$ cat config.mk
export PLATFORM = sky130hd
export DESIGN_NAME = base64_decoder_checked_unit
export DESIGN_NICKNAME = d
export VERILOG_FILES = /design/src/hw/rtl/b64d_pkg.sv /design/src/hw/rtl/b64d_step.sv /design/src/hw/rtl/base64_decoder_checked_unit.sv
export SDC_FILE = /design/constraint.sdc
export NUM_CORES = 1
export LEC_CHECK = 0
export BUFFER_PORTS_ARGS = -buffer_cell sky130_fd_sc_hd__buf_4
export CAP_MARGIN = 20
export CORE_MARGIN = 2
export CORE_UTILIZATION = 58
export CTS_CLUSTER_SIZE = 14
export DETAILED_ROUTE_END_ITERATION = 6
export PLACE_DENSITY = 0.8
export SYNTH_ARGS = -nofsm -noshare
export SYNTH_HDL_FRONTEND = slang
export SYNTH_SLANG_ARGS = --single-unit
export TNS_END_PERCENT = 5
$ cat constraint.sdc
create_clock -name clock -period 3.7 [get_ports clock]
set_input_delay 1.11 -clock clock [delete_from_list [all_inputs] [get_ports clock]]
set_output_delay 1.11 -clock clock [all_outputs]
set_load 0.005 [all_outputs]
$ cat src/hw/rtl/b64d_pkg.sv
package b64d_pkg;

   // largest decoded byte count a destination buffer can hold
   localparam int unsigned MAX_BYTES = 4096;
   localparam int unsigned CNT_W     = 13;
   localparam int unsigned OFFSET_W  = 12;
   localparam int unsigned CAP_W     = 13;

   localparam logic [7:0] PAD_CODE = 8'h3d;

   typedef enum logic [1:0] {
      STATUS_OK       = 2'd0,
      STATUS_BAD_CHAR = 2'd1,
      STATUS_BAD_LEN  = 2'd2,
      STATUS_OVER_CAP = 2'd3
   } status_type;

   typedef enum logic [0:0] {
      CSR_REVERSE  = 1'd0,
      CSR_CAPACITY = 1'd1
   } csr_index_type;

   typedef struct packed {
      logic [7:0] char_code;
      logic       last_char;
   } req_type;

   typedef struct packed {
      logic                byte_valid;
      logic [7:0]          data_byte;
      logic [OFFSET_W-1:0] byte_offset;
      logic                from_end;
      logic                done_res;
      logic [1:0]          status;
   } rsp_type;

   typedef struct packed {
      logic             reverse_placement;
      logic [CAP_W-1:0] output_capacity;
   } cfg_type;

   // {valid, sextet}; valid low for codes outside the alphabet
   function automatic logic [6:0] sextet_of(input logic [7:0] c);
      logic [6:0] r;
      r = 7'd0;
      if (c >= 8'h41 && c <= 8'h5a) begin
         r = {1'b1, 6'(c - 8'h41)};
      end else if (c >= 8'h61 && c <= 8'h7a) begin
         r = {1'b1, 6'(c - 8'h61 + 8'd26)};
      end else if (c >= 8'h30 && c <= 8'h39) begin
         r = {1'b1, 6'(c - 8'h30 + 8'd52)};
      end else if (c == 8'h2b) begin
         r = {1'b1, 6'h3e};
      end else if (c == 8'h2f) begin
         r = {1'b1, 6'h3f};
      end
      return r;
   endfunction

endpackage

$ cat src/hw/rtl/b64d_step.sv
module b64d_step (
   input  logic              clock,
   input  logic              reset,
   input  logic              fire,
   input  b64d_pkg::req_type item,
   input  b64d_pkg::cfg_type cfg,
   output b64d_pkg::rsp_type result
);

   logic [1:0]                 pos_ff, pos_in;
   logic [5:0]                 prev_ff, prev_in;
   logic                       pad_ff, pad_in;
   logic                       ended_ff, ended_in;
   logic                       full_ff, full_in;
   logic [b64d_pkg::CNT_W-1:0] cnt_ff, cnt_in;
   logic                       char_err_ff, char_err_in;
   logic                       cap_err_ff, cap_err_in;

   logic [6:0]                 lookup;
   logic [5:0]                 v;
   logic                       v_ok;
   logic                       is_pad;
   logic                       bad;
   logic                       emit;
   logic [7:0]                 dbyte;
   logic [b64d_pkg::OFFSET_W-1:0] offset;
   logic [b64d_pkg::CAP_W-1:0] cap_eff;
   logic [1:0]                 status;

   assign lookup = b64d_pkg::sextet_of(item.char_code);
   assign v_ok   = lookup[6];
   assign v      = lookup[5:0];
   assign is_pad = (item.char_code == b64d_pkg::PAD_CODE);

   assign cap_eff = (cfg.output_capacity > b64d_pkg::CAP_W'(b64d_pkg::MAX_BYTES)) ?
                    b64d_pkg::CAP_W'(b64d_pkg::MAX_BYTES) : cfg.output_capacity;

   always_comb begin
      pos_in      = pos_ff + 2'd1;
      prev_in     = prev_ff;
      pad_in      = pad_ff;
      ended_in    = ended_ff;
      full_in     = full_ff | (pos_ff == 2'd3);
      cnt_in      = cnt_ff;
      char_err_in = char_err_ff;
      cap_err_in  = cap_err_ff;
      bad         = 1'b0;
      emit        = 1'b0;
      dbyte       = 8'd0;
      offset      = '0;

      if (!ended_ff) begin
         case (pos_ff)
            2'd0: begin
               if (!v_ok) bad = 1'b1;
               else prev_in = v;
            end
            2'd1: begin
               if (!v_ok) bad = 1'b1;
               else begin
                  dbyte   = {prev_ff, v[5:4]};
                  emit    = 1'b1;
                  prev_in = v;
               end
            end
            2'd2: begin
               if (is_pad) pad_in = 1'b1;
               else if (!v_ok) bad = 1'b1;
               else begin
                  dbyte   = {prev_ff[3:0], v[5:2]};
                  emit    = 1'b1;
                  prev_in = v;
               end
            end
            default: begin
               if (is_pad) ended_in = 1'b1;
               else if (pad_ff || !v_ok) bad = 1'b1;
               else begin
                  dbyte   = {prev_ff[1:0], v};
                  emit    = 1'b1;
                  prev_in = v;
               end
            end
         endcase
         if (bad) begin
            char_err_in = 1'b1;
            ended_in    = 1'b1;
         end
         if (emit) begin
            // a byte past the buffer end is dropped and ends decoding
            if (cnt_ff >= cap_eff) begin
               cap_err_in = 1'b1;
               ended_in   = 1'b1;
               emit       = 1'b0;
               dbyte      = 8'd0;
            end else begin
               offset = cnt_ff[b64d_pkg::OFFSET_W-1:0];
               cnt_in = cnt_ff + 1'b1;
            end
         end
      end

      if (item.last_char && !(pos_in == 2'd0 && full_in)) status = b64d_pkg::STATUS_BAD_LEN;
      else if (cap_err_in) status = b64d_pkg::STATUS_OVER_CAP;
      else if (char_err_in) status = b64d_pkg::STATUS_BAD_CHAR;
      else status = b64d_pkg::STATUS_OK;

      // last character closes the text: next one starts fresh
      if (item.last_char) begin
         pos_in      = 2'd0;
         prev_in     = 6'd0;
         pad_in      = 1'b0;
         ended_in    = 1'b0;
         full_in     = 1'b0;
         cnt_in      = '0;
         char_err_in = 1'b0;
         cap_err_in  = 1'b0;
      end
   end

   always_comb begin
      result.byte_valid  = emit;
      result.data_byte   = dbyte;
      result.byte_offset = offset;
      result.from_end    = cfg.reverse_placement;
      result.done_res    = item.last_char;
      result.status      = status;
   end

   always_ff @(posedge clock) begin
      if (reset) begin
         pos_ff      <= 2'd0;
         prev_ff     <= 6'd0;
         pad_ff      <= 1'b0;
         ended_ff    <= 1'b0;
         full_ff     <= 1'b0;
         cnt_ff      <= '0;
         char_err_ff <= 1'b0;
         cap_err_ff  <= 1'b0;
      end else if (fire) begin
         pos_ff      <= pos_in;
         prev_ff     <= prev_in;
         pad_ff      <= pad_in;
         ended_ff    <= ended_in;
         full_ff     <= full_in;
         cnt_ff      <= cnt_in;
         char_err_ff <= char_err_in;
         cap_err_ff  <= cap_err_in;
      end
   end

   a_no_byte_after_end: assert property (@(posedge clock) disable iff (reset)
      result.byte_valid |-> !ended_ff)
      else $error("byte decoded after decoding ended");

   a_count_bounded: assert property (@(posedge clock) disable iff (reset)
      cnt_ff <= b64d_pkg::CNT_W'(b64d_pkg::MAX_BYTES))
      else $error("byte count beyond buffer limit");

   a_last_clears: assert property (@(posedge clock) disable iff (reset)
      fire && item.last_char |=> pos_ff == 2'd0 && cnt_ff == '0 && !ended_ff)
      else $error("stream state not cleared after last character");

   a_errors_end: assert property (@(posedge clock) disable iff (reset)
      (char_err_ff || cap_err_ff) |-> ended_ff)
      else $error("error flag set while decoding continues");

endmodule

$ cat src/hw/rtl/base64_decoder_checked_unit.sv
// Streaming base64 decoder, one character per transaction.
// req channel: req_data carries the character code and a last-character
//   mark; a transaction completes when req_valid and req_ready are high.
// rsp channel: exactly one result per character: decoded byte (if the
//   character completed one), its offset, the placement copy, the done
//   mark and a sticky status that is final on the last character.
// csr channel: index 0 reverse placement, index 1 output capacity; writes
//   are taken every cycle and must only occur while the block is idle.
// Timing: a character accepted into the input register is decoded there
//   and moves to the result register once that one is free, which raises
//   rsp_valid. Throughput is one character per cycle while the receiver
//   does not stall, set by the single decode step.
// Reset clears the stream state and both pipeline registers; reverse
//   placement returns to 0 and capacity to 4096.
// When the receiver stalls the result register holds, the input register
//   fills, and req_ready drops only once both are occupied.
module base64_decoder_checked_unit (
   input  logic                          clock,
   input  logic                          reset,
   input  logic                          req_valid,
   output logic                          req_ready,
   input  b64d_pkg::req_type             req_data,
   output logic                          rsp_valid,
   input  logic                          rsp_ready,
   output b64d_pkg::rsp_type             rsp_data,
   input  logic                          csr_valid,
   output logic                          csr_ready,
   input  logic [0:0]                    csr_index,
   input  logic [b64d_pkg::CAP_W-1:0]    csr_data
);

   logic              in_valid_ff;
   b64d_pkg::req_type in_data_ff;
   logic              out_valid_ff;
   b64d_pkg::rsp_type out_data_ff;
   b64d_pkg::cfg_type cfg_ff;
   b64d_pkg::rsp_type step_result;
   logic              out_free;
   logic              advance;

   assign out_free  = !out_valid_ff || rsp_ready;
   assign advance   = in_valid_ff && out_free;
   assign req_ready = !in_valid_ff || advance;
   assign csr_ready = 1'b1;
   assign rsp_valid = out_valid_ff;
   assign rsp_data  = out_data_ff;

   b64d_step u_step (
      .clock  (clock),
      .reset  (reset),
      .fire   (advance),
      .item   (in_data_ff),
      .cfg    (cfg_ff),
      .result (step_result)
   );

   always_ff @(posedge clock) begin
      if (reset) begin
         cfg_ff.reverse_placement <= 1'b0;
         cfg_ff.output_capacity   <= b64d_pkg::CAP_W'(b64d_pkg::MAX_BYTES);
      end else if (csr_valid) begin
         unique case (csr_index)
            b64d_pkg::CSR_REVERSE:  cfg_ff.reverse_placement <= csr_data[0];
            b64d_pkg::CSR_CAPACITY: cfg_ff.output_capacity   <= csr_data;
            default: ;
         endcase
      end
   end

   always_ff @(posedge clock) begin
      if (reset) begin
         in_valid_ff  <= 1'b0;
         out_valid_ff <= 1'b0;
      end else begin
         if (req_ready) in_valid_ff <= req_valid;
         if (out_free) out_valid_ff <= advance;
      end
   end

   always_ff @(posedge clock) begin
      if (req_valid && req_ready) in_data_ff <= req_data;
      if (advance) out_data_ff <= step_result;
   end

   a_out_held_on_stall: assert property (@(posedge clock) disable iff (reset)
      out_valid_ff && !rsp_ready |=> out_valid_ff && $stable(out_data_ff))
      else $error("result changed while stalled");

   a_ready_when_pipe_moves: assert property (@(posedge clock) disable iff (reset)
      out_free |-> req_ready)
      else $error("input blocked while result side is free");

   a_in_held_when_blocked: assert property (@(posedge clock) disable iff (reset)
      in_valid_ff && !advance |=> in_valid_ff && $stable(in_data_ff))
      else $error("pending character lost");

endmodule
==> results_tabular.tex <==
\begin{tabular}{lr}
\hline
Metric & Value \\
\hline
\multicolumn{2}{l}{\textbf{Setup path}} \\
\quad Nature of the critical path endpoint & flop \\
\quad Highest net fanout along the worst path & 20 \\
\quad Worst Reg2Reg Path Length in Cells & 10 \\
\quad Number of buffers and inverters on the critical path & 1 \\
\quad Critical path's top delay family & compound AO/OA/AOI/OAI gates \\
\quad Cell seen most often among critical-path stages & sky130\_fd\_sc\_hd\_\_a21o\_1 \\
\quad End of the worst register-to-register path & u\_step.cnt\_ff[11]\$\_SDFFE\_PP0P\_ \\
\quad Crit path arrival time & about 3.3 ns \\
\quad Setup crit start kind & flop \\
\quad Setup slack of the worst register-to-register path & 0.64 ns \\
\quad Source of the critical timing path & cfg\_ff[12]\$\_SDFFE\_PP1P\_ \\
\quad Launch point of the worst reg-to-reg path & cfg\_ff[12]\$\_SDFFE\_PP1P\_ \\
\quad Cell-by-cell listing of the critical path & inv\_1 > nand2\_1 > ha\_1 > a21o\_1 > a211o\_1 > a2111oi\_2 > a21o\_1 > a21oi\_2 > or4\_1 > a21oi\_1 \\
\quad Worst Setup Path Type & flop to flop \\
\quad Critical path's slowest cell & sky130\_fd\_sc\_hd\_\_or4\_1 \\
\quad Critical path required time & 3.98 ns \\
\quad Crit path largest cell delay & 0.57 ns \\
\multicolumn{2}{l}{\textbf{Min path}} \\
\quad Kind of path behind the tightest hold check & flop to flop \\
\quad Worst hold stages & 0 \\
\quad Hold path startpoint & cfg\_ff[13]\$\_SDFFE\_PP0P\_ \\
\quad Hold endpoint & rsp\_data[3]\$\_DFFE\_PP\_ \\
\multicolumn{2}{l}{\textbf{Finish}} \\
\quad Area of all placed cells without fillers & 4730 um2 \\
\quad Combined flip-flop and latch cell area & between 1500 and 2000 um2 \\
\quad Layout net count & 527 \\
\quad \# fillers & 536 \\
\quad Fraction of final layout cells sized beyond drive strength 1 & 0.180 \\
\quad P\&R area growth vs syn & 15.9\% \\
\quad Area occupied by multi-input gates & 2040 um2 \\
\quad Count of inserted antenna diode cells & 0 \\
\quad Post-route core utilization & 0.696 \\
\multicolumn{2}{l}{\textbf{Power}} \\
\quad Power density over the cells & $\sim$370 nW/um2 \\
\quad Total power consumption of the routed design & 1.75 mW \\
\quad Static leakage & 1.95 nW \\
\quad Peak supply drop & between 200 and 250 uV \\
\multicolumn{2}{l}{\textbf{Outcome}} \\
\quad Run status & completed \\
\multicolumn{2}{l}{\textbf{CTS}} \\
\quad Hold bufs inserted after CTS & 0 \\
\quad Worst-skew pair later-pin latency & 0.36 ns \\
\quad Buffer count from post-CTS setup fixing & 0 \\
\quad Number of clock sinks seen by CTS & 75 \\
\quad Cts repair resizes & 0 \\
\quad Maximum number of buffers from clock root to sink & 2 \\
\quad Clock root cell & sky130\_fd\_sc\_hd\_\_clkbuf\_8 \\
\quad CTS tree & yes \\
\quad Clock transition at path regs & 0.08 ns \\
\quad H-Tree Depth & 3 \\
\quad Number of clock buffers inserted by TritonCTS & 9 \\
\multicolumn{2}{l}{\textbf{Routing}} \\
\quad Routed via count & roughly 3300 \\
\quad Detail-routed via count per cell & about 5.7 \\
\quad Drt pass-1 iters & 4 \\
\quad Residual antenna-violating net count after detailed routing & 0 \\
\quad Number of DRC markers after the initial detailed-route iteration & 340 \\
\quad Wire length per cell & about 14 um \\
\quad Final WL & 8250 um \\
\quad Number of remaining DRC errors & 0 \\
\multicolumn{2}{l}{\textbf{Synthesis}} \\
\quad Post-Synthesis Net Count & 480 \\
\quad Main area contributors after synthesis & sky130\_fd\_sc\_hd\_\_edfxtp\_1 (25\%), sky130\_fd\_sc\_hd\_\_dfxtp\_1 (20\%), sky130\_fd\_sc\_hd\_\_ha\_1 (8.3\%) \\
\quad Number of standard cells after synthesis & roughly 430 \\
\quad Total number of yosys warnings & 0 \\
\quad Post-synth cell types & 64 \\
\quad Async set or reset register ratio after synthesis & 0 \\
\quad Mean instance size in the synthesized netlist & around 9.6 um2 \\
\quad Leading cell types by count after synthesis & sky130\_fd\_sc\_hd\_\_nand2\_1 (58), sky130\_fd\_sc\_hd\_\_dfxtp\_1 (41), sky130\_fd\_sc\_hd\_\_a21oi\_1 (37) \\
\quad Portion of the post-synthesis area used by sequential elements & 0.452 \\
\quad Top FF cell, synth & sky130\_fd\_sc\_hd\_\_dfxtp\_1 \\
\quad Netlist Area Pre-Place & 4080 um2 \\
\quad Cell type contributing the most total cell area after synthesis & sky130\_fd\_sc\_hd\_\_edfxtp\_1 \\
\quad Number of enable-type register cells in the synthesized netlist & 34 \\
\quad Top-area cell type share of the netlist area & 0.250 \\
\quad Number of flip-flops and latches in the synthesized netlist & 75 \\
\quad Most common cell in the synthesized netlist & sky130\_fd\_sc\_hd\_\_nand2\_1 \\
\multicolumn{2}{l}{\textbf{Die}} \\
\quad Effective utilization at floorplan & 0.600 \\
\quad Die outline area & 7720 um2 \\
\quad Die W & 87.8 um \\
\quad Floorplan row count & 30 \\
\quad Core Area & 6790 um2 \\
\quad Ports & 56 \\
\quad Vertical die dimension & between 80 and 90 um \\
\multicolumn{2}{l}{\textbf{Timing}} \\
\quad Upper clock frequency limit & 327 MHz \\
\quad Clk\_skew & roughly 0.014 ns \\
\quad Max-slew violation count & 0 \\
\quad Transition at the pin with the smallest max-transition slack & approximately 0.75 ns \\
\quad Setup repair after global routing missed its margin & no \\
\quad Setup violation total in the final timing report & 0 \\
\quad Final period demand of the worst path & 3.06 ns \\
\quad Share of the clock period used by the worst path after layout & 0.827 \\
\quad Hold violation count in the final report & 0 \\
\quad Worst slew margin relative to its limit & 0.499 \\
\quad Accumulated negative setup slack & 0 ns \\
\multicolumn{2}{l}{\textbf{Placement}} \\
\quad RePlAce Congestion & 0.896 \\
\quad Placed cell areas & 4530 um2 \\
\quad Number of port buffers & 54 \\
\quad HPWL after DPL & $\sim$6000 um \\
\multicolumn{2}{l}{\textbf{Run}} \\
\quad Number of max-cap violations & 0 \\
\multicolumn{2}{l}{\textbf{Global routing}} \\
\quad Largest net degree at the start of global routing & 27 \\
\quad Vias in the first global route & 3070 \\
\quad Number of antenna violations at the first check in global routing & 0 \\
\quad Global-route total usage across every layer & 0.228 \\
\quad Global-route wire length before repair & 13900 um \\
\quad Total gr overflow & 0 \\
\hline
\end{tabular}
-- routing by layer --
layer,part of all wire,up-vias,track usage
met1,0.48,1506,0.324
met4,0.017,0,0.101
met5,0,-,0
met3,0.058,12,0.0452
met2,0.44,116,0.337
li1,-,1650,-
-- power by group --
group | internal (mW) | total (mW) | switching [mW]
registers | 0.895 | 0.919 | 0.0239
clock network | 0.330 | 0.643 | 0.314
logic | 0.0822 | 0.189 | 0.107
total | 1.31 | 1.75 | 0.444
-- kinds of logic after synthesis --
logic type	after synthesis	share of synthesized area
other cells	1	0.000920
fa+ha+maj	27	0.0828
simple gates	153	0.192
buf+inv	43	0.0476
flops	75	0.452
compound gates	118	0.207
mux	2	0.00491
xor+xnor	6	0.0129
-- layout make-up --
| type | instances | share of cell area |
|---|---|---|
| clock buffer | 10 | 0.0291 |
| timing repair buffer | 60 | 0.0953 |
| tap | 96 | 0.0254 |
| multi-input combinational | 307 | 0.432 |
| sequential | 75 | 0.390 |
| inverter | 19 | 0.0151 |
| clock inverter | 6 | 0.0135 |
-- placed cells by master, fill, tap and decap left out, types with 3 or more instances in the layout --
cell type	n
sky130_fd_sc_hd__inv_1	18
sky130_fd_sc_hd__and2_1	6
sky130_fd_sc_hd__nor3_1	3
sky130_fd_sc_hd__dfxtp_1	41
sky130_fd_sc_hd__nand2b_1	6
sky130_fd_sc_hd__nor2_1	25
sky130_fd_sc_hd__o21bai_1	5
sky130_fd_sc_hd__a22o_1	10
sky130_fd_sc_hd__nand3_1	12
sky130_fd_sc_hd__a21o_1	4
sky130_fd_sc_hd__a31oi_1	9
sky130_fd_sc_hd__and3_1	19
sky130_fd_sc_hd__o21ai_0	11
sky130_fd_sc_hd__buf_4	60
sky130_fd_sc_hd__a2bb2oi_1	3
sky130_fd_sc_hd__ha_1	27
sky130_fd_sc_hd__or4_1	3
sky130_fd_sc_hd__a22oi_1	9
sky130_fd_sc_hd__o211ai_1	3
sky130_fd_sc_hd__a21oi_1	37
sky130_fd_sc_hd__nor2b_1	3
sky130_fd_sc_hd__nand4_1	4
sky130_fd_sc_hd__clkbuf_8	10
sky130_fd_sc_hd__xnor2_1	5
sky130_fd_sc_hd__edfxtp_1	34
sky130_fd_sc_hd__nor4_1	5
sky130_fd_sc_hd__nand2_1	58
-- worst max path at each step --
stage | depth (start not counted) | to
after floorplan | 12 | u_step.cnt_ff[11]$_SDFFE_PP0P_
after global placement | 7 | u_step.cnt_ff[10]$_SDFFE_PP0P_
after detailed placement | 7 | u_step.cnt_ff[10]$_SDFFE_PP0P_
after CTS | 10 | u_step.cnt_ff[11]$_SDFFE_PP0P_
after global routing | 10 | u_step.cnt_ff[11]$_SDFFE_PP0P_
final | 10 | u_step.cnt_ff[11]$_SDFFE_PP0P_
-- sequential cells by signal, indices dropped and copies added, names as in the netlist --
name,cells
u_step.cnt_ff,13
rsp_valid,1
u_step.pos_ff,2
cfg_ff,14
u_step.char_err_ff,1
u_step.pad_ff,1
u_step.ended_ff,1
u_step.prev_ff,6
u_step.cap_err_ff,1
in_data_ff,9
in_valid_ff,1
rsp_data,25
-- metrics by stage --
stage / hold WS (ns) / std cells / setup slack [ns]
final: 0.445 / 573 / 0.639
after CTS: 0.449 / 573 / 0.641
after floorplan: 0.408 / 425 / 0.738
after detailed placement: 0.448 / 557 / 0.613
after global routing: 0.461 / 573 / 0.449
after global placement: 0.421 / 557 / 0.710
No activity file was read; power rests on OpenSTA's default activity.
